### src/rtl/gn2_pkg.sv
package gn2_pkg;

    // default configuration
    localparam int TABLE_DEPTH_DEF = 256;
    localparam int FRAC_BITS_DEF   = 16;

    // field widths
    localparam int COORD_W = 32;
    localparam int CELL_W  = 8;
    localparam int OUT_W   = 19;

    // output saturation bounds, signed q3.16
    localparam int OUT_MAX = 262143;
    localparam int OUT_MIN = -262144;

    // item kinds
    localparam logic KIND_LOAD   = 1'b0;
    localparam logic KIND_SAMPLE = 1'b1;

    // gradient codes taken from the low two hash bits
    localparam logic [1:0] GRAD_POS_X = 2'd0;
    localparam logic [1:0] GRAD_NEG_X = 2'd1;
    localparam logic [1:0] GRAD_POS_Y = 2'd2;
    localparam logic [1:0] GRAD_NEG_Y = 2'd3;

    // register stages in the blend unit, gradients in to noise out
    localparam int BLEND_LAT = 8;

    // write port of one permutation table copy
    typedef struct packed {
        logic              en;
        logic [CELL_W-1:0] addr;
        logic [CELL_W-1:0] data;
    } t_perm_wr;

endpackage

### src/rtl/gn2_perm_ram.sv
module gn2_perm_ram #(
    parameter int TABLE_DEPTH = gn2_pkg::TABLE_DEPTH_DEF
) (
    input  logic                        i_clk,
    input  logic                        i_en,
    input  gn2_pkg::t_perm_wr           i_wr,
    input  logic [gn2_pkg::CELL_W-1:0]  i_rd_addr0,
    input  logic [gn2_pkg::CELL_W-1:0]  i_rd_addr1,
    output logic [gn2_pkg::CELL_W-1:0]  o_rd_data0,
    output logic [gn2_pkg::CELL_W-1:0]  o_rd_data1
);
    import gn2_pkg::*;

    localparam int IDX_W    = $clog2(TABLE_DEPTH);
    localparam int CELLS    = 1 << CELL_W;
    localparam int RECIP_SH = 16;
    localparam int RECIP    = (1 << RECIP_SH) / TABLE_DEPTH;
    localparam int PROD_W   = CELL_W + RECIP_SH;
    localparam int RM_W     = CELL_W + $clog2(TABLE_DEPTH + 1);

    // 8-bit index mod depth: reciprocal estimate, then one correction step
    function automatic logic [IDX_W-1:0] wrap_idx(input logic [CELL_W-1:0] v);
        logic [PROD_W-1:0] prod;
        logic [CELL_W-1:0] q;
        logic [RM_W-1:0]   qd;
        logic [RM_W-1:0]   rem;
        prod = PROD_W'(v) * PROD_W'(RECIP);
        q    = prod[PROD_W-1:RECIP_SH];
        qd   = RM_W'(q) * RM_W'(TABLE_DEPTH);
        rem  = RM_W'(v) - qd;
        if (rem >= RM_W'(TABLE_DEPTH)) begin
            rem = rem - RM_W'(TABLE_DEPTH);
        end
        if (TABLE_DEPTH >= CELLS) begin
            return IDX_W'(v);
        end
        return IDX_W'(rem);
    endfunction

    logic [CELL_W-1:0] r_mem [TABLE_DEPTH];
    logic [CELL_W-1:0] r_rd0;
    logic [CELL_W-1:0] r_rd1;

    // one write port, two registered read ports
    always_ff @(posedge i_clk) begin
        if (i_wr.en) begin
            r_mem[wrap_idx(i_wr.addr)] <= i_wr.data;
        end
        if (i_en) begin
            r_rd0 <= r_mem[wrap_idx(i_rd_addr0)];
            r_rd1 <= r_mem[wrap_idx(i_rd_addr1)];
        end
    end

    assign o_rd_data0 = r_rd0;
    assign o_rd_data1 = r_rd1;

endmodule

### config.mk
export PLATFORM = sky130hd
export DESIGN_NAME = gn2_perm_ram
export DESIGN_NICKNAME = d
export VERILOG_FILES = /design/src/rtl/gn2_pkg.sv /design/src/rtl/gn2_perm_ram.sv
export SDC_FILE = /design/constraint.sdc
export NUM_CORES = 2
export LEC_CHECK = 0
export BUFFER_PORTS_ARGS = -buffer_cell sky130_fd_sc_hd__buf_2
export CAP_MARGIN = 20
export CORE_UTILIZATION = 50
export DETAILED_ROUTE_END_ITERATION = 12
export PLACE_DENSITY_LB_ADDON = 0.08
export SKIP_CTS_REPAIR_TIMING = 1
export SLEW_MARGIN = 10
export SYNTH_ARGS = -nofsm -noshare
export SYNTH_HDL_FRONTEND = slang
export SYNTH_SLANG_ARGS = --single-unit
### constraint.sdc
create_clock -name i_clk -period 5.7 [get_ports i_clk]
set_input_delay 0 -clock i_clk [delete_from_list [all_inputs] [get_ports i_clk]]
set_output_delay 0 -clock i_clk [all_outputs]
set_load 0.01 [all_outputs]
Word level (Yosys, flattened, before mapping)
Memories as Yosys holds them, arrays and structs flattened. A register that Yosys moved wholly into a read port is not among the register bits.
Cells that the tools add are included.
- bits in registers: 0
- bits in latches: 0
- bits in writable memories: 2048
- bits in read-only memories: 0
- input port bits: 35
- output and inout port bits: 16
- memories kept: 1
- add/sub/neg operators: 3
- $mul: 0
- divide/modulo/power cells: 0
- order comparisons: 3
- equality and inequality tests: 0
- shift operators: 0
- muxes and demuxes: 13
- bitwise gates (word level): 0
- reductions and logical operators: 0
- memory list (name ; words ; bits a word ; rd ports ; clocked after memory_dff ; write ports ; line ; RTL):
    r_mem ; 256 ; 8 ; 2 ; 2 ; 1 ; gn2_perm_ram.sv:40 ; logic [CELL_W-1:0] r_mem [TABLE_DEPTH];
- operator list (cell ; number):
    $mux W8 ; 9
    $ge A8 B9 Y1 const B ; 3
    $sub A8 B1 Y8 const B ; 3
    $mux W1 ; 4

Longest topological paths before layout
- depth after elaboration: 4
- gate-level depth with buffers: 12

Worst setup path before layout
No wires, ideal clock.
- kind: in2reg
- start point: input i_rd_addr0[0] in the netlist's numbering
- end point: register r_rd0[0], in the netlist o_rd_data0[0] (read register of r_mem), data pin
- data arrival time: 1901 ps
- required time: 5423 ps
- slack: 3522 ps
- stages on the path: 9
- buffers on the path: 3
- path through: buf_4 buf_6 buf_2 mux4_2 mux4_2 nand2_1 a21oi_1 a21oi_1 a221oi_2
- word-level cells in the longest chain between the ends: 4
- elaborated cells on any way between the ends: 5
- those cells by class: 1 x add/sub; 1 x order compare; 3 x mux
- RTL lines (item ; line ; RTL):
    from (decl) ; gn2_perm_ram.sv:7 ; input logic [gn2_pkg::CELL_W-1:0] i_rd_addr0,
    $sub A8 B1 Y8 / $ge A8 B9 Y1 (equally long branches) ; gn2_perm_ram.sv:32, gn2_perm_ram.sv:31 ;
    $mux W8 ; gn2_perm_ram.sv:31 ; if (rem >= RM_W'(TABLE_DEPTH)) begin
    $mux W8 * ; gn2_perm_ram.sv:37 ; return IDX_W'(rem);
    $mux W8 * ; gn2_perm_ram.sv:49 ; if (i_en) begin
    to (decl) ; gn2_perm_ram.sv:41 ; logic [CELL_W-1:0] r_rd0;
Every way passes the cells marked *; elsewhere a longest branch is shown, timed or not. The select of a mux whose other input is x is not followed.

Worst setup path after layout
- start point: input i_rd_addr1[0] in the netlist's numbering
- end point: register r_rd1[4], in the netlist o_rd_data1[4] (read register of r_mem), data pin
- word-level cells in the longest chain between the ends: 4
- elaborated cells on any way between the ends: 5
- those cells by class: 1 x add/sub; 1 x order compare; 3 x mux
- RTL lines (item ; line ; RTL):
    from (decl) ; gn2_perm_ram.sv:8 ; input logic [gn2_pkg::CELL_W-1:0] i_rd_addr1,
    $sub A8 B1 Y8 / $ge A8 B9 Y1 (equally long branches) ; gn2_perm_ram.sv:32, gn2_perm_ram.sv:31 ;
    $mux W8 ; gn2_perm_ram.sv:31 ;
    $mux W8 * ; gn2_perm_ram.sv:37 ;
    $mux W8 * ; gn2_perm_ram.sv:49 ;
    to (decl) ; gn2_perm_ram.sv:42 ; logic [CELL_W-1:0] r_rd1;
Marked as above.

==> results.sh <==
export IMPL_grt_pass1_vias=53900
export IMPL_synth_nets=4882
export IMPL_fillers=14500
export IMPL_synth_flop_cell="edfxtp_1"
export IMPL_gp_congestion=0.898
export IMPL_finalMaxSlewViolations=0
export IMPL_fmax_ghz=0.294
export IMPL_arrival_ns=3.98
export IMPL_startpoint_type="input port"
export IMPL_totalWireLength_mm=312
export IMPL_synth_edff_count=2064
export IMPL_reg2reg_to="o_rd_data1[5]$_DFFE_PP_"
export IMPL_cpPeakStageDelay_ns=0.85
export IMPL_syn_avg_cell_area_um2=20.0
export IMPL_ys_types=64
export IMPL_final_util=0.557
export IMPL_cts_clk_slew_worst_paths_ns=0.06
export IMPL_crit_type="input port to flip-flop"
export IMPL_regArea_mm2=0.0620
export IMPL_die_h_um=443
export IMPL_numCtsBuffers=218
export IMPL_cpMaxStageDelayCell="a211oi_1"
export IMPL_dieWidth_um=443
export IMPL_crit_chain="buf_8, buf_4, mux4_2, mux4_2, nand2_1, o31ai_1, a211oi_1, nor4_1"
export IMPL_finalCritPeriodShare=0.597
export IMPL_r2r_cells=5
export IMPL_busiest_layer="met2"
export IMPL_ys_seq_area_frac=0.638
export IMPL_startpoint="i_rd_addr1[0]"
export IMPL_route_detailed_drc=0
export IMPL_yosys_area_top_type="edfxtp_1"
export IMPL_yosys_warnings=0
export IMPL_wl_per_cell_um=40.7
export IMPL_vias=54800
export IMPL_htreeDepth=4
export IMPL_tightestPinTransition_ns=1.32
export IMPL_reg2reg_slack_ns=2.64
export IMPL_drt_iter0_drc=7683
export IMPL_fin_nets=4980
export IMPL_root_buffer="clkbuf_16"
export IMPL_cts_sinks=2064
export IMPL_grt_pass1_wl_mm=434
export IMPL_final_setup_viol_count=0
export IMPL_grt_usage=0.319
export IMPL_cts_max_path_buffers=3
export IMPL_gr_usage_met2=0.489
export IMPL_status="completed"
export IMPL_synth_most_common_cell="edfxtp_1"
export IMPL_synth_cells=4847
export IMPL_ios=51
export IMPL_cpMostUsedCell="mux4_2"
export IMPL_crit_path_end_kind="flip-flop"
export IMPL_io_buffers=50
export IMPL_areaGrowthSynthToFinish_pct=10.6
export IMPL_clk_latency_ns=0.88
export IMPL_use_met3=0.0637
export IMPL_grtUsageMet1=0.452
export IMPL_hold_path_startpoint="i_rd_addr0[5]"
export IMPL_postRouteAntennaNets=0
export IMPL_hpwl_mm=201
export IMPL_fin_worst_skew_ns=0.0393
export IMPL_antenna_found_initial=21
export IMPL_dr_pass1_iters=7
export IMPL_ys_seq_elements=2064
export IMPL_start_util=0.504
export IMPL_hold_violations=0
export IMPL_p_per_area_mw_per_mm2=314
export IMPL_die_area_mm2=0.196
export IMPL_hold_path_depth=6
export IMPL_maxCapViolCount=0
export IMPL_grt_overflow=0
export IMPL_critPathMaxFanout=55
export IMPL_r2r_start="r_mem[167][5]$_DFFE_PP_"
export IMPL_final_layout_size_suffix_gt1_frac=0.329
export IMPL_grt_setup_unrepaired="false"
export IMPL_hold_class="input port to flip-flop"
export IMPL_setup_tns_ns=0
export IMPL_async_flop_share=0
export IMPL_multiInputGateArea_mm2=0.0326
export IMPL_fin_crit_ns=3.40
export IMPL_grt_max_degree=189
export IMPL_relSlewSlack=0.112
export IMPL_cts_tree="done"
export IMPL_via_per_inst=7.15
export IMPL_rows=161
export IMPL_hold_end="o_rd_data0[5]$_DFFE_PP_"
export IMPL_coreArea_mm2=0.193
export IMPL_netlist_area_leader_share=0.638
export IMPL_synth_area_leaders="edfxtp_1, mux4_2, mux2i_1"
export IMPL_ir_drop_uv=260
export IMPL_crit_required_ns=6.28
export IMPL_synth_area_mm2=0.0971
export IMPL_synth_commonest_cells="edfxtp_1, mux4_2, nor2_1"
export IMPL_leakage_nw=33.4
## cell usage in the layout (no fill, tap or decap), types with 21 or more instances in the layout
master,instances
nor2b_1,25
clkbuf_16,228
buf_2,33
buf_12,36
a211oi_1,27
nand2_1,113
o22ai_1,48
clkinv_2,48
nor2_1,298
buf_6,21
clkbuf_1,52
a221oi_1,32
clkinv_1,50
a22oi_1,62
a21oi_1,79
mux4_2,1051
buf_4,153
mux2_2,38
o21ai_0,34
nand3_1,46
o221ai_1,65
edfxtp_1,2064
mux2i_1,236
a22o_1,22
## kinds of logic (layout without fill, tap and decap cells)
group,after synthesis,count (layout),share of synthesized area
flip-flops,2064,2064,0.638
multiplexers,1325,1325,0.272
AND/OR/NAND/NOR,591,591,0.0269
AO/OA/AOI/OAI,466,466,0.0353
buffers and inverters,401,683,0.0273
other,0,11,0
## metal layers
metal,up-vias,share of wire
li1,21300,-
met1,29700,0.39
met2,3227,0.47
met3,542,0.097
met4,10,0.045
met5,-,0.00019
## sequential cells by signal, summed over array words and instances (netlist names)
| register | count |
|---|---|
| r_mem | 2048 |
| o_rd_data1 | 8 |
| o_rd_data0 | 8 |
## worst max-delay path by stage
stage | endpoint | slack, ns | depth (start not counted)
global route | o_rd_data1[4]$_DFFE_PP_ | 2.25 | 8
finish | o_rd_data1[4]$_DFFE_PP_ | 2.30 | 8
detailed placement | o_rd_data1[4]$_DFFE_PP_ | 1.45 | 8
global placement | o_rd_data1[7]$_DFFE_PP_ | 1.40 | 7
CTS | o_rd_data1[4]$_DFFE_PP_ | 2.36 | 8
floorplan | o_rd_data0[0]$_DFFE_PP_ | 3.52 | 9
## metrics by stage
step	power (mW)	worst slack, ns	cells	instance area, um2	hold WS (ns)
after floorplan	18.8	3.52	4847	97100	0.0989
after global placement	19.9	1.40	7196	99800	0.530
after detailed placement	19.9	1.45	7225	100000	0.508
after CTS	33.8	2.36	7629	107000	-0.326
after global routing	34.5	2.25	7660	107000	0.0363
final	33.7	2.30	7666	107000	0.0287
## power breakdown
group / switching, mW / internal (mW) / leakage [nW]
combinational: 1.78 / 1.07 / 11.4
sequential: 0.0525 / 16.8 / 18.6
clock: 6.00 / 8.07 / 3.42
## cell type report
cell class	count	area share
inverter	6	0.000245
sequential	2064	0.577
antenna	11	0.000256
clock buffer	280	0.0549
clock inverter	124	0.00990
tap	2526	0.0294
timing repair buffer	273	0.0247
multi-input combinational	2382	0.303
## critical path: cells and delay by family
family                 cells  cell delay [ns]
AOI/OAI and AO/OA          2             1.01
buffers and inverters      2             1.21
muxes                      2             1.13
and+or+nand+nor            2             0.34
Note: power is estimated with default switching activity, not from simulation.
