$ cat src/rtl/gn2_pkg.sv
package gn2_pkg;

    // default configuration
    localparam int TABLE_DEPTH_DEF = 256;
    localparam int FRAC_BITS_DEF   = 16;

    // field widths
    localparam int COORD_W = 32;
    localparam int CELL_W  = 8;
    localparam int OUT_W   = 19;

    // output saturation bounds, signed q3.16
    localparam int OUT_MAX = 262143;
    localparam int OUT_MIN = -262144;

    // item kinds
    localparam logic KIND_LOAD   = 1'b0;
    localparam logic KIND_SAMPLE = 1'b1;

    // gradient codes taken from the low two hash bits
    localparam logic [1:0] GRAD_POS_X = 2'd0;
    localparam logic [1:0] GRAD_NEG_X = 2'd1;
    localparam logic [1:0] GRAD_POS_Y = 2'd2;
    localparam logic [1:0] GRAD_NEG_Y = 2'd3;

    // register stages in the blend unit, gradients in to noise out
    localparam int BLEND_LAT = 8;

    // write port of one permutation table copy
    typedef struct packed {
        logic              en;
        logic [CELL_W-1:0] addr;
        logic [CELL_W-1:0] data;
    } t_perm_wr;

endpackage

$ cat src/rtl/gn2_fade.sv
module gn2_fade #(
    parameter int FRAC_BITS = gn2_pkg::FRAC_BITS_DEF
) (
    input  logic                 i_clk,
    input  logic                 i_en,
    input  logic [FRAC_BITS-1:0] i_t,
    output logic [FRAC_BITS-1:0] o_fade
);
    import gn2_pkg::*;

    localparam int F   = FRAC_BITS;
    localparam int ONE = 1 << F;
    localparam int W5  = F + 5;
    localparam int IN_W = F + 4;
    localparam logic signed [W5-1:0] K6  = W5'(6);
    localparam logic signed [W5-1:0] K10 = W5'(10 * ONE);
    localparam logic signed [W5-1:0] K15 = W5'(15 * ONE);

    logic signed [W5-1:0]   w_ts;
    logic signed [W5-1:0]   w_lin;
    logic signed [2*W5-1:0] w_pi;
    logic [2*F-1:0]         w_tt;
    logic [2*F-1:0]         w_cb;
    logic [2*F+3:0]         w_fd;

    logic signed [W5-1:0] r_im;
    logic [F-1:0]         r_tt;
    logic [F-1:0]         r_t;
    logic [F-1:0]         r_cube;
    logic [IN_W-1:0]      r_inner;
    logic [F-1:0]         r_fade;

    // stage a: t*(6t - 15) and t*t
    always_comb begin
        w_ts  = signed'(W5'(i_t));
        w_lin = w_ts * K6 - K15;
        w_pi  = (2*W5)'(w_ts) * (2*W5)'(w_lin);
        w_tt  = (2*F)'(i_t) * (2*F)'(i_t);
    end

    // stage b: t^3 and the inner polynomial
    assign w_cb = (2*F)'(r_tt) * (2*F)'(r_t);

    // stage c: t^3 * (6t^2 - 15t + 10), always below one
    assign w_fd = (2*F+4)'(r_cube) * (2*F+4)'(r_inner);

    always_ff @(posedge i_clk) begin
        if (i_en) begin
            r_im    <= W5'(w_pi >>> F);
            r_tt    <= w_tt[2*F-1:F];
            r_t     <= i_t;
            r_cube  <= w_cb[2*F-1:F];
            r_inner <= IN_W'(r_im + K10);
            r_fade  <= w_fd[2*F-1:F];
        end
    end

    assign o_fade = r_fade;

endmodule

$ cat config.mk
export PLATFORM = sky130hd
export DESIGN_NAME = gn2_fade
export DESIGN_NICKNAME = d
export VERILOG_FILES = /design/src/rtl/gn2_pkg.sv /design/src/rtl/gn2_fade.sv
export SDC_FILE = /design/constraint.sdc
export NUM_CORES = 2
export LEC_CHECK = 0
export BUFFER_PORTS_ARGS = -buffer_cell sky130_fd_sc_hd__buf_2
export CAP_MARGIN = 10
export CELL_PAD_IN_SITES_DETAIL_PLACEMENT = 0
export CELL_PAD_IN_SITES_GLOBAL_PLACEMENT = 1
export CORE_AREA = 2 2 300 302
export CTS_CLUSTER_DIAMETER = 80
export DETAILED_ROUTE_END_ITERATION = 12
export DIE_AREA = 0 0 302 304
export PLACE_DENSITY_LB_ADDON = 0.1
export SETUP_SLACK_MARGIN = 0.02
export SYNTH_ARGS = -nofsm -noshare
export SYNTH_HDL_FRONTEND = slang
export SYNTH_SLANG_ARGS = --single-unit
$ cat constraint.sdc
create_clock -name i_clk -period 8.6 [get_ports i_clk]
set_clock_uncertainty 0.2 [all_clocks]
set_input_delay 0 -clock i_clk [delete_from_list [all_inputs] [get_ports i_clk]]
set_output_delay 0 -clock i_clk [all_outputs]
set_load 0.02 [all_outputs]
# == Yosys cells after proc, flatten, opt, wreduce, memory -nomap -nowiden ==
# Index checks and enable logic that the tools add are counted.
# totals
ff_bits,104
input_bits,18
output_inout_bits,16
elab_cells,13
# classes
n_addsub,2
n_mul,5
# ops
cell,count
16-bit by 16-bit multiplier with 32-bit output,2
17-bit by 21-bit multiplier with 36-bit output,1
16-bit by 20-bit multiplier with 32-bit output,1
"19-bit by 20-bit subtractor with 21-bit output, second input constant",1
"20-bit adder, second input constant",1
"16-bit by 2-bit multiplier with 18-bit output, second input constant",1

# == Longest topological paths before layout ==
# logic_depth
word_depth,3
mapped_depth,35
mapped_depth_nobuf,34

# == Least setup slack after synthesis ==
# OpenSTA, ideal clock, no wires.
# synth_timing
path_kind,input -> register
from,in i_t[1]
to,"reg r_im[19], data pin"
setup_ns,0.260
arrival_time_ns,7.873
t_required_ns,8.140
slack_ns,0.267
stages,33
path_buffers,2
cell_sequence,buf_2 > inv_1 > fa_1 > nor2b_1 > o21ai_1 > a21oi_1 > o31a_4 > o211ai_4 > a221oi_4 > xor2_2 > inv_1 > ha_1 > clkbuf_1 > nand2_1 > fa_1 > fa_1 > fa_1 > inv_1 > fa_1 > fa_1 > inv_1 > fa_1 > inv_1 > ha_1 > a21o_1 > a21o_1 > a211oi_2 > o21ai_0 > a21oi_1 > nand3_1 > a31o_2 > a31oi_1 > xnor2_1
# synth_via
elab_chain_cells,3
# synth_lines
item,line_no,rtl
from (decl),gn2_fade.sv:6,"input logic [FRAC_BITS-1:0] i_t,"
16-bit by 2-bit multiplier with 18-bit output,gn2_fade.sv:36,w_lin = w_ts * K6 - K15;
19-bit by 20-bit subtractor with 21-bit output,gn2_fade.sv:36,
17-bit by 21-bit multiplier with 36-bit output *,gn2_fade.sv:37,w_pi = (2*W5)'(w_ts) * (2*W5)'(w_lin);
net w_pi[35],gn2_fade.sv:21,logic signed [2*W5-1:0] w_pi;
to (signal assigned),gn2_fade.sv:49,r_im <= W5'(w_pi >>> F);
to (decl),gn2_fade.sv:26,logic signed [W5-1:0] r_im;
# The timed path passes the listed nets; every way through them passes the cells marked *.
# A chain may end at the register's enable or synchronous reset.

# == Worst setup path after layout ==
# layout_timing
from,in i_t[3]
to,"reg r_im[12], data pin"
# The elaborated chain is that of the path after synthesis.

==> impl.org <==
** Clock tree
- Clock-pin slew was measured on the worst setup and hold paths at 0.09 ns.
- The cell sitting at the root of the clock tree is a sky130_fd_sc_hd__clkbuf_16.
- Max Buffers Root-to-Sink :: 2
- TritonCTS sink count :: 104
- TritonCTS clock tree :: yes
- Clock latency of the later-clocked register in the worst-skew pair :: roughly 0.40 ns
- CTS Buf Count :: 9
- Maximum level of the CTS H-tree :: 3

** Synthesis
- Multiplexer fraction of the synthesized cell area :: 0.000582
- Combinational family with the most area after synthesis :: adder cells
- In this run the mean area of a mapped cell was around 9.4 sq um.
- The Yosys step of the flow raised 0 warnings.
- Nets in the synthesized netlist :: about 5,400
- Async SR Flop Fraction :: 0
- Simple-gate area share of the yosys netlist :: 0.134
- After synthesis the cells add up to a little under 0.04 sq mm.
- Post-synthesis sequential area ratio :: 0.0807
- The number of different library cells used by synthesis comes to slightly below 70.
- Parity-gate share of the synthesized area counting xor and xnor cells :: 0.0262
- The area fraction in compound gates after synthesis was 0.0339.
- Of the total synthesized cell area, the portion taken by full adders, half adders and majority gates is 0.599.
- After technology mapping, the gate count stands at just over 4,000.
- In this run, synthesis produced a sequential element count of roughly 100.
- Counting flops with a built-in enable in the synthesized netlist gives between 100 and 150.
- Top flip-flop cell by instance count after synthesis :: sky130_fd_sc_hd__edfxtp_1

** Timing
- The max-slew violation count came to 0.
- At the pin with the least slew margin, the transition time is a little under 0.9 ns.
- Dividing the final minimum period by the clock period gives 0.950.
- Timing would allow up to between 0.1 and 0.15 GHz.
- Crit path setup slack, layout :: around 0.43 ns
- The worst path needs roughly 8.2 ns of the cycle, external delays included.
- Adding up every negative setup slack in the final design gives 0 ns.
- Headroom to the max-slew limit :: 0.409
- Setup repair after global routing missed its margin :: no
- Final number of setup-violating endpoints :: 0
- The number of failing hold endpoints at the final stage was 0.

** Global routing
- Total global routing overflow :: 0
- Global-route wire length before repair :: around 160 mm
- Via count of the first global-routing pass :: approximately 29,000
- Pin count of the biggest net entering global routing :: just under 60
- The initial antenna violation count was 1.
- In the global route stage, overall resource usage came out at 0.233.

** Job
- Max-cap violations :: 0

** Detailed routing
- For this run, the detailed router's first-pass iteration total came to 5.
- Via/cell ratio :: just under 5
- Summed over all layers, the routed wires come to approximately 100 mm.
- The routed design uses 49.7 mm of met2 wire.
- Vias after detailed routing :: between 20,000 and 30,000
- Detail Route Antenna Nets :: 0
- Uppermost layer routed :: met4
- Dividing the detail-routed wire length by the instance count gives between 15 and 20 microns.
- Routed length on met1 :: 46.5 mm
- Wire segments on met3 add up to between 2 and 2.5 mm in the final route.
- 1st-iter DRT viols :: ~1,200
- In the routed design, unresolved DRC markers number 0.

** Finish
- Layout cell share with drive strength beyond 1 :: 0.0449
- Final net count :: around 5,400
- Compared with the post-synthesis result, the final layout area differs by 5.85%.
- Total inserted antenna cells :: 0

** Place
- Buffers placed on the I/O ports in this run total 33.
- Final Wtd Congestion :: ~0.85
- OpenSTA, run right after detailed placement, puts the worst setup slack at about 0.076 ns.
- Hpwl dp :: between 80 and 90 mm

** Floorplanning
- Die Area :: 0.0918 sq mm
- Initial standard-cell utilization of the core :: 0.434
- I/O pin cnt :: 34
- The die is between 300 and 400 microns tall.
- Core outline area :: roughly 0.089 sq mm
- Row generation in the floorplan step produced 110 rows.
- The die is about 300 microns wide.

** Critical path
- The most numerous cell type found on the critical path is sky130_fd_sc_hd__fa_1.
- STA classifies the critical path startpoint as a primary input.
- Launch instance of the worst register-to-register path :: r_tt[13]$_DFFE_PP_
- Setup slack on the worst reg-to-reg path comes out at about 1.5 ns.
- FF-to-FF End :: r_cube[15]$_DFFE_PP_
- For this run, the slowest stage of the critical path takes between 0.5 and 0.6 ns.
- Critical Path AT :: between 8 and 9 ns
- For the worst flop-to-flop path, the logic depth is 22.
- Crit end category :: register
- Critical path class :: in -> reg
- For this design, the slowest cell found on the critical path is sky130_fd_sc_hd__fa_1.
- For the worst setup path, the data required time is approximately 8.6 ns.
- Of all nets on the critical path, the largest fanout is 4.

** Hold path
- Hold Path Class :: in -> reg
- Hold endpoint :: r_t[12]$_DFFE_PP_
- Along the worst hold path, the cell count comes to 2.
- The worst hold path begins at i_t[12].

** Outcome
- The run finished with clean final reports.
## registers in the layout (all words and copies together), names as in the netlist
name,flops
r_im,20
r_inner,20
o_fade,16
r_cube,16
r_t,16
r_tt,16
## cells in the mapped netlist (3+ instances only)
| cell | instances | area [sq um] |
|---|---|---|
| sky130_fd_sc_hd__nand4_1 | 13 | 81.3 |
| sky130_fd_sc_hd__a31o_2 | 3 | 26.3 |
| sky130_fd_sc_hd__clkbuf_1 | 136 | 510 |
| sky130_fd_sc_hd__nand2b_1 | 16 | 100 |
| sky130_fd_sc_hd__a211oi_1 | 5 | 37.5 |
| sky130_fd_sc_hd__a31oi_1 | 5 | 31.3 |
| sky130_fd_sc_hd__o21ai_0 | 22 | 110 |
| sky130_fd_sc_hd__nand3_1 | 14 | 70.1 |
| sky130_fd_sc_hd__or2_2 | 4 | 25.0 |
| sky130_fd_sc_hd__xnor2_1 | 72 | 631 |
| sky130_fd_sc_hd__and3_1 | 7 | 43.8 |
| sky130_fd_sc_hd__nor2_1 | 97 | 364 |
| sky130_fd_sc_hd__inv_1 | 1137 | 4270 |
| sky130_fd_sc_hd__a21oi_1 | 56 | 280 |
| sky130_fd_sc_hd__buf_1 | 3 | 11.3 |
| sky130_fd_sc_hd__fa_1 | 913 | 18300 |
| sky130_fd_sc_hd__and2_1 | 317 | 1980 |
| sky130_fd_sc_hd__a21o_1 | 31 | 233 |
| sky130_fd_sc_hd__o21bai_1 | 5 | 37.5 |
| sky130_fd_sc_hd__o21ai_1 | 5 | 25.0 |
| sky130_fd_sc_hd__nand2_1 | 609 | 2290 |
| sky130_fd_sc_hd__o31ai_2 | 3 | 37.5 |
| sky130_fd_sc_hd__o21a_1 | 10 | 75.1 |
| sky130_fd_sc_hd__nor2b_1 | 9 | 56.3 |
| sky130_fd_sc_hd__xor2_1 | 38 | 333 |
| sky130_fd_sc_hd__or3_1 | 5 | 31.3 |
| sky130_fd_sc_hd__o211ai_1 | 3 | 22.5 |
| sky130_fd_sc_hd__edfxtp_1 | 104 | 3120 |
| sky130_fd_sc_hd__buf_2 | 4 | 20.0 |
| sky130_fd_sc_hd__ha_1 | 391 | 4890 |
| sky130_fd_sc_hd__nor3_1 | 23 | 115 |
## routing by layer
layer,global-route usage,vias to the layer above
met3,0.0117,65
met5,0,-
met4,0.0406,0
met1,0.326,13491
li1,-,11917
met2,0.405,339
## through the flow
stage	instance area (sq um)	cells	hold WS, ns	utilization
after floorplan	38700	4111	-0.101	-
after global placement	40500	5270	0.202	0.455
after detailed placement	40500	5270	0.205	0.455
after CTS	40900	5295	0.00618	0.459
after global routing	40900	5296	0.0134	0.460
final	40900	5296	0.0364	0.460
## cell families after synthesis
kind of cell | count (synthesis)
buffers and inverters | 1288
xor gates and xnor gates | 113
adders and majority gates | 1304
and+or+nand+nor | 1117
DFF | 104
muxes | 2
AOI/OAI and AO/OA | 183
## final cells by class
class / instances / area (sq um)
inverter: 1140 / 4280
fill: 8830 / 48100
multi-input combinational: 2719 / 30800
tap: 1176 / 1470
timing repair buffer: 141 / 1000
sequential: 104 / 3120
clock buffer: 9 / 225
clock inverter: 7 / 91.3
## worst max-delay path by stage
stage                start                  to  slack, ns  cells after the start
finish              i_t[3]  r_im[12]$_DFFE_PP_       0.43                     35
global placement    i_t[1]  r_im[19]$_DFFE_PP_       0.15                     35
floorplan           i_t[1]  r_im[19]$_DFFE_PP_       0.27                     33
global route        i_t[5]  r_im[13]$_DFFE_PP_       0.03                     36
detailed placement  i_t[1]  r_im[19]$_DFFE_PP_       0.08                     35
CTS                 i_t[5]  r_im[19]$_DFFE_PP_       0.15                     34
## timing repair
| item | CTS | global route |
|---|---|---|
| gates resized for setup | 0 | 13 |
| hold buffers | 9 | 0 |
| hold endpoints to repair | 20 | 0 |
| buffers inserted | 0 | 1 |
| setup endpoints to repair | 0 | 12 |
## cells in the final DEF, fill, tap and decap left out, types with 54 or more instances in the layout
| master | instances |
|---|---|
| sky130_fd_sc_hd__and2_1 | 317 |
| sky130_fd_sc_hd__nor2_1 | 96 |
| sky130_fd_sc_hd__ha_1 | 388 |
| sky130_fd_sc_hd__xnor2_1 | 71 |
| sky130_fd_sc_hd__buf_4 | 100 |
| sky130_fd_sc_hd__nand2_1 | 609 |
| sky130_fd_sc_hd__edfxtp_1 | 104 |
| sky130_fd_sc_hd__a21oi_1 | 54 |
| sky130_fd_sc_hd__inv_1 | 1137 |
| sky130_fd_sc_hd__fa_1 | 913 |
## worst max-delay path: cells and delay by family
family                   cells  cell delay (ns)
adder cells (fa/ha/maj)      9             3.84
AO/OA/AOI/OAI               13             2.24
buffers and inverters        7             1.06
AND/OR/NAND/NOR              4             0.72
XOR/XNOR                     2             0.30
Power is left out: the tool's default activity adds up to more than one toggle a clock period on the data nets, which glitch-free logic cannot reach.
