### config.mk
export PLATFORM = sky130hd
export DESIGN_NAME = gn2_blend
export DESIGN_NICKNAME = d
export VERILOG_FILES = /design/src/rtl/gn2_pkg.sv /design/src/rtl/gn2_blend.sv
export SDC_FILE = /design/constraint.sdc
export NUM_CORES = 2
export LEC_CHECK = 0
export BUFFER_PORTS_ARGS = -buffer_cell sky130_fd_sc_hd__buf_2
export CORE_ASPECT_RATIO = 0.6
export CORE_UTILIZATION = 40
export DETAILED_ROUTE_END_ITERATION = 12
export SLEW_MARGIN = 15
export SYNTH_ARGS = -nofsm -noshare
export SYNTH_HDL_FRONTEND = slang
export SYNTH_SLANG_ARGS = --single-unit
### constraint.sdc
create_clock -name i_clk -period 9.3 [get_ports i_clk]
set_input_delay 1.86 -clock i_clk [delete_from_list [all_inputs] [get_ports i_clk]]
set_output_delay 1.86 -clock i_clk [all_outputs]
set_load 0.01 [all_outputs]
### src/rtl/gn2_pkg.sv
package gn2_pkg;

    // default configuration
    localparam int TABLE_DEPTH_DEF = 256;
    localparam int FRAC_BITS_DEF   = 16;

    // field widths
    localparam int COORD_W = 32;
    localparam int CELL_W  = 8;
    localparam int OUT_W   = 19;

    // output saturation bounds, signed q3.16
    localparam int OUT_MAX = 262143;
    localparam int OUT_MIN = -262144;

    // item kinds
    localparam logic KIND_LOAD   = 1'b0;
    localparam logic KIND_SAMPLE = 1'b1;

    // gradient codes taken from the low two hash bits
    localparam logic [1:0] GRAD_POS_X = 2'd0;
    localparam logic [1:0] GRAD_NEG_X = 2'd1;
    localparam logic [1:0] GRAD_POS_Y = 2'd2;
    localparam logic [1:0] GRAD_NEG_Y = 2'd3;

    // register stages in the blend unit, gradients in to noise out
    localparam int BLEND_LAT = 8;

    // write port of one permutation table copy
    typedef struct packed {
        logic              en;
        logic [CELL_W-1:0] addr;
        logic [CELL_W-1:0] data;
    } t_perm_wr;

endpackage

### src/rtl/gn2_blend.sv
module gn2_blend #(
    parameter int FRAC_BITS = gn2_pkg::FRAC_BITS_DEF
) (
    input  logic                                i_clk,
    input  logic                                i_en,
    input  logic signed [FRAC_BITS+1:0]         i_g00,
    input  logic signed [FRAC_BITS+1:0]         i_g10,
    input  logic signed [FRAC_BITS+1:0]         i_g01,
    input  logic signed [FRAC_BITS+1:0]         i_g11,
    input  logic [FRAC_BITS-1:0]                i_u,
    input  logic [FRAC_BITS-1:0]                i_v,
    output logic signed [gn2_pkg::OUT_W-1:0]    o_noise
);
    import gn2_pkg::*;

    localparam int F     = FRAC_BITS;
    localparam int D_W   = F + 3;
    localparam int M_W   = F + 3;
    localparam int R_W   = F + 3;
    localparam int DN_W  = F + 4;
    localparam int MN_W  = F + 4;
    localparam int N_W   = F + 5;
    localparam int SC_W  = F + 3;
    localparam int S_W   = F + 6;
    localparam int SH_W  = S_W + 16;
    localparam int P0_W  = F + 1 + D_W;
    localparam int P1_W  = F + 1 + DN_W;
    localparam int PS_W  = N_W + SC_W;
    localparam int SCALE = (21 * (1 << FRAC_BITS) + 5) / 10;
    localparam int unsigned SH_R = (FRAC_BITS > 16) ? FRAC_BITS - 16 : 0;
    localparam int unsigned SH_L = (FRAC_BITS < 16) ? 16 - FRAC_BITS : 0;
    localparam logic signed [SC_W-1:0]  SC     = SC_W'(SCALE);
    localparam logic signed [SH_W-1:0]  SAT_HI = SH_W'(OUT_MAX);
    localparam logic signed [SH_W-1:0]  SAT_LO = SH_W'(OUT_MIN);

    // stage 5: corner differences along x
    logic signed [D_W-1:0]   r5_d0, r5_d1;
    logic signed [F+1:0]     r5_g00, r5_g01;
    logic [F-1:0]            r5_u, r5_v;
    // stage 6: u-weighted differences
    logic signed [P0_W-1:0]  w_p0, w_p1;
    logic signed [M_W-1:0]   r6_m0, r6_m1;
    logic signed [F+1:0]     r6_g00, r6_g01;
    logic [F-1:0]            r6_v;
    // stage 7: row results
    logic signed [R_W-1:0]   r7_r0, r7_r1;
    logic [F-1:0]            r7_v;
    // stage 8: difference along y
    logic signed [DN_W-1:0]  r8_dn;
    logic signed [R_W-1:0]   r8_r0;
    logic [F-1:0]            r8_v;
    // stage 9: v-weighted difference
    logic signed [P1_W-1:0]  w_pn;
    logic signed [MN_W-1:0]  r9_mn;
    logic signed [R_W-1:0]   r9_r0;
    // stage 10: raw noise
    logic signed [N_W-1:0]   r10_n;
    // stage 11: scaled noise
    logic signed [PS_W-1:0]  w_ps;
    logic signed [S_W-1:0]   r11_s;
    // stage 12: output format and saturation
    logic signed [SH_W-1:0]  w_sh;
    logic signed [OUT_W-1:0] n_out;
    logic signed [OUT_W-1:0] r12_out;

    assign w_p0 = P0_W'(signed'({1'b0, r5_u})) * P0_W'(r5_d0);
    assign w_p1 = P0_W'(signed'({1'b0, r5_u})) * P0_W'(r5_d1);
    assign w_pn = P1_W'(signed'({1'b0, r8_v})) * P1_W'(r8_dn);
    assign w_ps = PS_W'(r10_n) * PS_W'(SC);

    // align to 16 fraction bits and clamp to the output range
    always_comb begin
        w_sh = (SH_W'(r11_s) >>> SH_R) <<< SH_L;
        if (w_sh > SAT_HI) begin
            n_out = OUT_W'(OUT_MAX);
        end else if (w_sh < SAT_LO) begin
            n_out = OUT_W'(OUT_MIN);
        end else begin
            n_out = OUT_W'(w_sh);
        end
    end

    always_ff @(posedge i_clk) begin
        if (i_en) begin
            r5_d0   <= D_W'(i_g10) - D_W'(i_g00);
            r5_d1   <= D_W'(i_g11) - D_W'(i_g01);
            r5_g00  <= i_g00;
            r5_g01  <= i_g01;
            r5_u    <= i_u;
            r5_v    <= i_v;

            r6_m0   <= M_W'(w_p0 >>> F);
            r6_m1   <= M_W'(w_p1 >>> F);
            r6_g00  <= r5_g00;
            r6_g01  <= r5_g01;
            r6_v    <= r5_v;

            r7_r0   <= R_W'(r6_g00) + r6_m0;
            r7_r1   <= R_W'(r6_g01) + r6_m1;
            r7_v    <= r6_v;

            r8_dn   <= DN_W'(r7_r1) - DN_W'(r7_r0);
            r8_r0   <= r7_r0;
            r8_v    <= r7_v;

            r9_mn   <= MN_W'(w_pn >>> F);
            r9_r0   <= r8_r0;

            r10_n   <= N_W'(r9_r0) + N_W'(r9_mn);

            r11_s   <= S_W'(w_ps >>> F);

            r12_out <= n_out;
        end
    end

    assign o_noise = r12_out;

endmodule

# Yosys cells after proc, flatten, opt, wreduce, memory -nomap -nowiden
# Index checks and enable logic that the tools add are counted.
classes:
  n_mul: 4
  magnitude_cmp: 2
  add_sub_neg: 6
  n_mux: 1
ops:
  columns: ["cell", "count"]
  rows:
  - ["multiplier 17 x 19 -> 35 bit", 2]
  - ["adder 18 x 19 -> 19 bit", 2]
  - ["subtractor 18 x 18 -> 19 bit", 2]
  - ["multiplier 21 x 18 -> 37 bit, second input constant", 1]
  - ["multiplier 17 x 20 -> 36 bit", 1]
  - ["greater-than comparator 22 x 19 -> 1 bit, second input constant", 1]
  - ["< comparator 22 x 19 -> 1 bit, second input constant", 1]
  - ["adder 19 x 20 -> 21 bit", 1]
  - ["subtractor 19 x 19 -> 20 bit", 1]
  - ["two-way mux 19 bit", 1]
word_totals:
  regBits: 406
  input_bits: 106
  elab_cells: 35
  output_inout_bits: 19

# Longest topological paths before layout
depth:
  ltp_word: 2
  depth_mapped: 26
  ltp_nobuf: 24

# Least setup slack after synthesis
# No wires, ideal clock.
synth_timing:
  path_type: "reg-to-reg"
  start: "register r5_u[2]"
  end: "register r6_m0[18] (data pin)"
  t_required_ns: 9.032
  period_less_slack_ns: 6.413
  path_stages_with_launch: 25
  n_path_buf: 3
  arrival_ns: 6.145
  setup_ns: 0.268
  slack_ns: 2.887
  cell_sequence: "edfxtp_1 > clkbuf_1 > clkbuf_1 > nand2_1 > fa_1 > fa_1 > fa_1 > fa_1 > inv_1 > fa_1 > inv_1 > fa_1 > inv_1 > ha_1 > a21o_1 > a21o_1 > a21oi_1 > o21ai_1 > nand2_1 > a311oi_1 > or3_1 > buf_2 > a211o_1 > a2111oi_2 > nor3b_1"
synth_via:
  elab_chain_cells: 1
synth_rtl:
  columns: ["element", "line_no", "source"]
  rows:
  - ["start: declaration", "gn2_blend.sv:39", "logic [F-1:0] r5_u, r5_v;"]
  - ["start signal: assignment", "gn2_blend.sv:89", "r5_u <= i_u;"]
  - ["multiplier 17 x 19 -> 35 bit", "gn2_blend.sv:66", "assign w_p0 = P0_W'(signed'({1'b0, r5_u})) * P0_W'(r5_d0);"]
  - ["via w_p0[34]", "gn2_blend.sv:41", "logic signed [P0_W-1:0] w_p0, w_p1;"]
  - ["end signal: assignment", "gn2_blend.sv:92", "r6_m0 <= M_W'(w_p0 >>> F);"]
  - ["end: declaration", "gn2_blend.sv:42", "logic signed [M_W-1:0] r6_m0, r6_m1;"]
# The timed path passes the listed nets, and every way through them passes these cells.
# A chain may end at the register's enable or synchronous reset.

# Worst setup path after layout
# Ends and elaborated chain as after synthesis.

==> out/qor.csv <==
stage,metric,value,unit
floorplan,die footprint,142000,um2
timing,Final Hold Fails,0,
floorplan,Initial Util,0.404,
global_routing,GRT Util Overall,0.199,
drt,DRC Markers,0,
floorplan,Top Ports,125,
critical_path,crit path max fanout,20,
drt,DR vias/cell,4.82,
logic_synthesis,Yosys reg bits,406,
logic_synthesis,Main synth FF type,edfxtp_1,
drt,via count,35944,
clocking,hold_buf cts,0,
cells_and_area,final cell count without fillers,7462,
critical_path,Crit Reg-Reg Startpoint,r5_u[2]$_DFFE_PP_,
logic_synthesis,Syn Inst Count,5497,
place,Placed Cells,7382,
logic_synthesis,Mapped Area,56300,um2
logic_synthesis,Simple-Gate Fraction of Synth Area,0.113,
critical_path,Worst EP arrival,7.73,ns
cells_and_area,most frequent cells in the layout,"1469 x inv_1, 1034 x fa_1, 624 x nand2_1",
critical_path,critical path endpoint category,register,
global_routing,largest net degree at the start of global routing,164,
job,max_cap viols,0,
cells_and_area,"commonest non-fill, non-tap cell in the layout",inv_1,
hold_path,end of the worst hold path,r6_v[6]$_DFFE_PP_,
floorplan,Std-Cell Core Area,139000,um2
timing,worst clock skew,0.0743,ns
logic_synthesis,Synth Warn #,0,
cells_and_area,NumNets Final,7214,
global_routing,initial antenna violation count,3,
clocking,CTS tree,built,
drt,Pre-antenna DRT Iters,6,
timing,unrepaired setup endpoints after global routing,false,
logic_synthesis,Synth cell types,67,
logic_synthesis,mean area per synthesized cell,10.2,um2
clocking,cts bufs inserted,44,
logic_synthesis,Post-Synth Adder-Cell Area,0.487,
clocking,post-cts resize count,0,
timing,period utilization,0.791,
global_routing,first-pass GRT wire length,220000,um
hold_path,worst hold-check path type,register to register,
place,PortBufs,124,
logic_synthesis,largest family of logic cells by synthesized area,adder cells,
critical_path,worst reg2reg endpoint,r6_m0[18]$_DFFE_PP_,
logic_synthesis,fraction of registers with async set/reset,0,
timing,Max Fclk,0.136,GHz
floorplan,die height,293,um
status,status,"finished, final reports clean",
logic_synthesis,post-synthesis mux area share,0.000712,
critical_path,Worst Setup Start Kind,register,
timing,max-slew violations,0,
critical_path,Critical Path RT,9.67,ns
clocking,postcts setup bufs,0,
place,routability cong.,0.878,
floorplan,DIE WIDTH,486,um
clocking,total clock sinks,406,
cells_and_area,fin util,0.433,
hold_path,Hold Crit Depth,0,
critical_path,reg2reg path depth,21,
hold_path,hold_sp,r5_v[6]$_DFFE_PP_,
global_routing,vias in the first global route,38586,
clocking,Skew-Pair Late Insertion Delay,0.65,ns
place,post-DP HPWL,109000,um
clocking,Longest Clk Path Bufs,3,
timing,slew margin rel.,0.270,
timing,crit path time final,7.35,ns
timing,Worst Tran Pin Value,1.10,ns
logic_synthesis,xor/xnor cell area share of the yosys netlist,0.0293,
cells_and_area,Area Growth Syn to Fin,7.31,%
drt,wire length per cell,18.2,um
critical_path,R2R setup slack,1.95,ns
drt,antenna-violating nets left,0,
floorplan,Row Count,106,
logic_synthesis,sequential area share after synthesis,0.217,
drt,final WL,136000,um
global_routing,grt ovf,0,
critical_path,critical path class,register to register,
drt,DRT iter0 DRCs,2461,
clocking,H-tree levels,2,
logic_synthesis,"Net Count, Synth",7173,
timing,setup TNS,0,ns
cells_and_area,layout cells sized above 1,0.0443,
clocking,"Reg clk slew, reported paths",0.08,ns
timing,# setup viols final,0,
logic_synthesis,Compound-Gate Fraction of Synth Area,0.0450,
logic_synthesis,"EDFF count, synth",406,
clocking,clk root buf,clkbuf_16,
-- worst max path at each step --
stage / startpoint / end / slack (ns)
after floorplan: r5_u[2]$_DFFE_PP_ / r6_m0[18]$_DFFE_PP_ / 2.89
after global placement: r5_u[2]$_DFFE_PP_ / r6_m1[17]$_DFFE_PP_ / 2.20
after detailed placement: r5_u[2]$_DFFE_PP_ / r6_m1[17]$_DFFE_PP_ / 2.03
after CTS: r5_u[2]$_DFFE_PP_ / r6_m1[17]$_DFFE_PP_ / 2.05
after global routing: r5_u[2]$_DFFE_PP_ / r6_m0[18]$_DFFE_PP_ / 1.60
final: r5_u[2]$_DFFE_PP_ / r6_m0[18]$_DFFE_PP_ / 1.95
-- cells by family (layout without fill, tap and decap cells) --
| kind of cell | Yosys count | count (layout) |
|---|---|---|
| buf+inv | 1629 | 1703 |
| fa+ha+maj | 1570 | 1570 |
| other cells | 0 | 1 |
| simple gates | 1328 | 1328 |
| xor+xnor | 188 | 188 |
| flops | 406 | 406 |
| mux | 4 | 4 |
| compound gates | 372 | 372 |
-- Yosys cell counts (14+ instances only) --
cell type / n / area (um2)
xor2_1: 44 / 385
o21ai_1: 14 / 70.1
nor3_1: 50 / 250
a211oi_1: 17 / 128
xnor2_1: 144 / 1260
o21a_1: 49 / 368
nor2b_1: 28 / 175
and2_1: 376 / 2350
nand2b_1: 20 / 125
nand2_1: 624 / 2340
ha_1: 536 / 6710
nor2_1: 132 / 495
fa_1: 1034 / 20700
o21ai_0: 48 / 240
inv_1: 1469 / 5510
a21oi_1: 100 / 500
clkbuf_1: 157 / 589
a21o_1: 36 / 270
nand3_1: 37 / 185
edfxtp_1: 406 / 12200
and3_1: 21 / 131
-- metrics by stage --
stage	worst slack, ns	hold WS (ns)	area, um2
floorplan	2.89	0.400	56300
global placement	2.20	0.401	58900
detailed placement	2.03	0.405	58900
CTS	2.05	0.325	60400
global route	1.60	0.350	60400
finish	1.95	0.346	60400
-- worst max-delay path, stage by stage (launching register included) --
cell and delay, ns:
edfxtp_1 0.95, nand2_1 0.18, fa_1 0.56, fa_1 0.54, fa_1 0.54, inv_1 0.06
fa_1 0.50, fa_1 0.49, inv_1 0.05, fa_1 0.47, inv_1 0.04, ha_1 0.32
a21o_1 0.17, a21o_1 0.16, a21oi_1 0.37, o21ai_1 0.21, nand2_1 0.16, a311oi_1 0.13
or3_1 0.44, a211o_1 0.35, a2111oi_2 0.32, nor3b_1 0.08
-- layer usage --
| metal | GRT usage | share of wire | up-vias |
|---|---|---|---|
| met5 | 0 | 0.00023 | - |
| met3 | 0.0410 | 0.070 | 98 |
| met2 | 0.290 | 0.41 | 936 |
| li1 | - | - | 16665 |
| met4 | 0.0301 | 0.013 | 4 |
| met1 | 0.308 | 0.50 | 18241 |
-- state kept, by name (all words and copies together), names as in the netlist --
register	flops
o_noise	19
r10_n	21
r11_s	22
r5_d0	19
r5_d1	19
r5_g00	18
r5_g01	18
r5_u	16
r5_v	16
r6_g00	18
r6_g01	18
r6_m0	19
r6_m1	19
r6_v	16
r7_r0	19
r7_r1	19
r7_v	16
r8_dn	20
r8_r0	19
r8_v	16
r9_mn	20
r9_r0	19
-- final cells by class --
type                    instances  area (um2)
fillers                     13268       79000
multi-input cells            3462       38000
flip-flops and latches        406       12200
inverters                    1470        5520
well taps                    1890        2360
clock buffers                  48        1140
repair buffers                154         868
clock inverters                31         340
diodes                          1        2.50
Power is not shown: default switching activity piles up to over one toggle a cycle in this logic, so the estimate is an artifact.
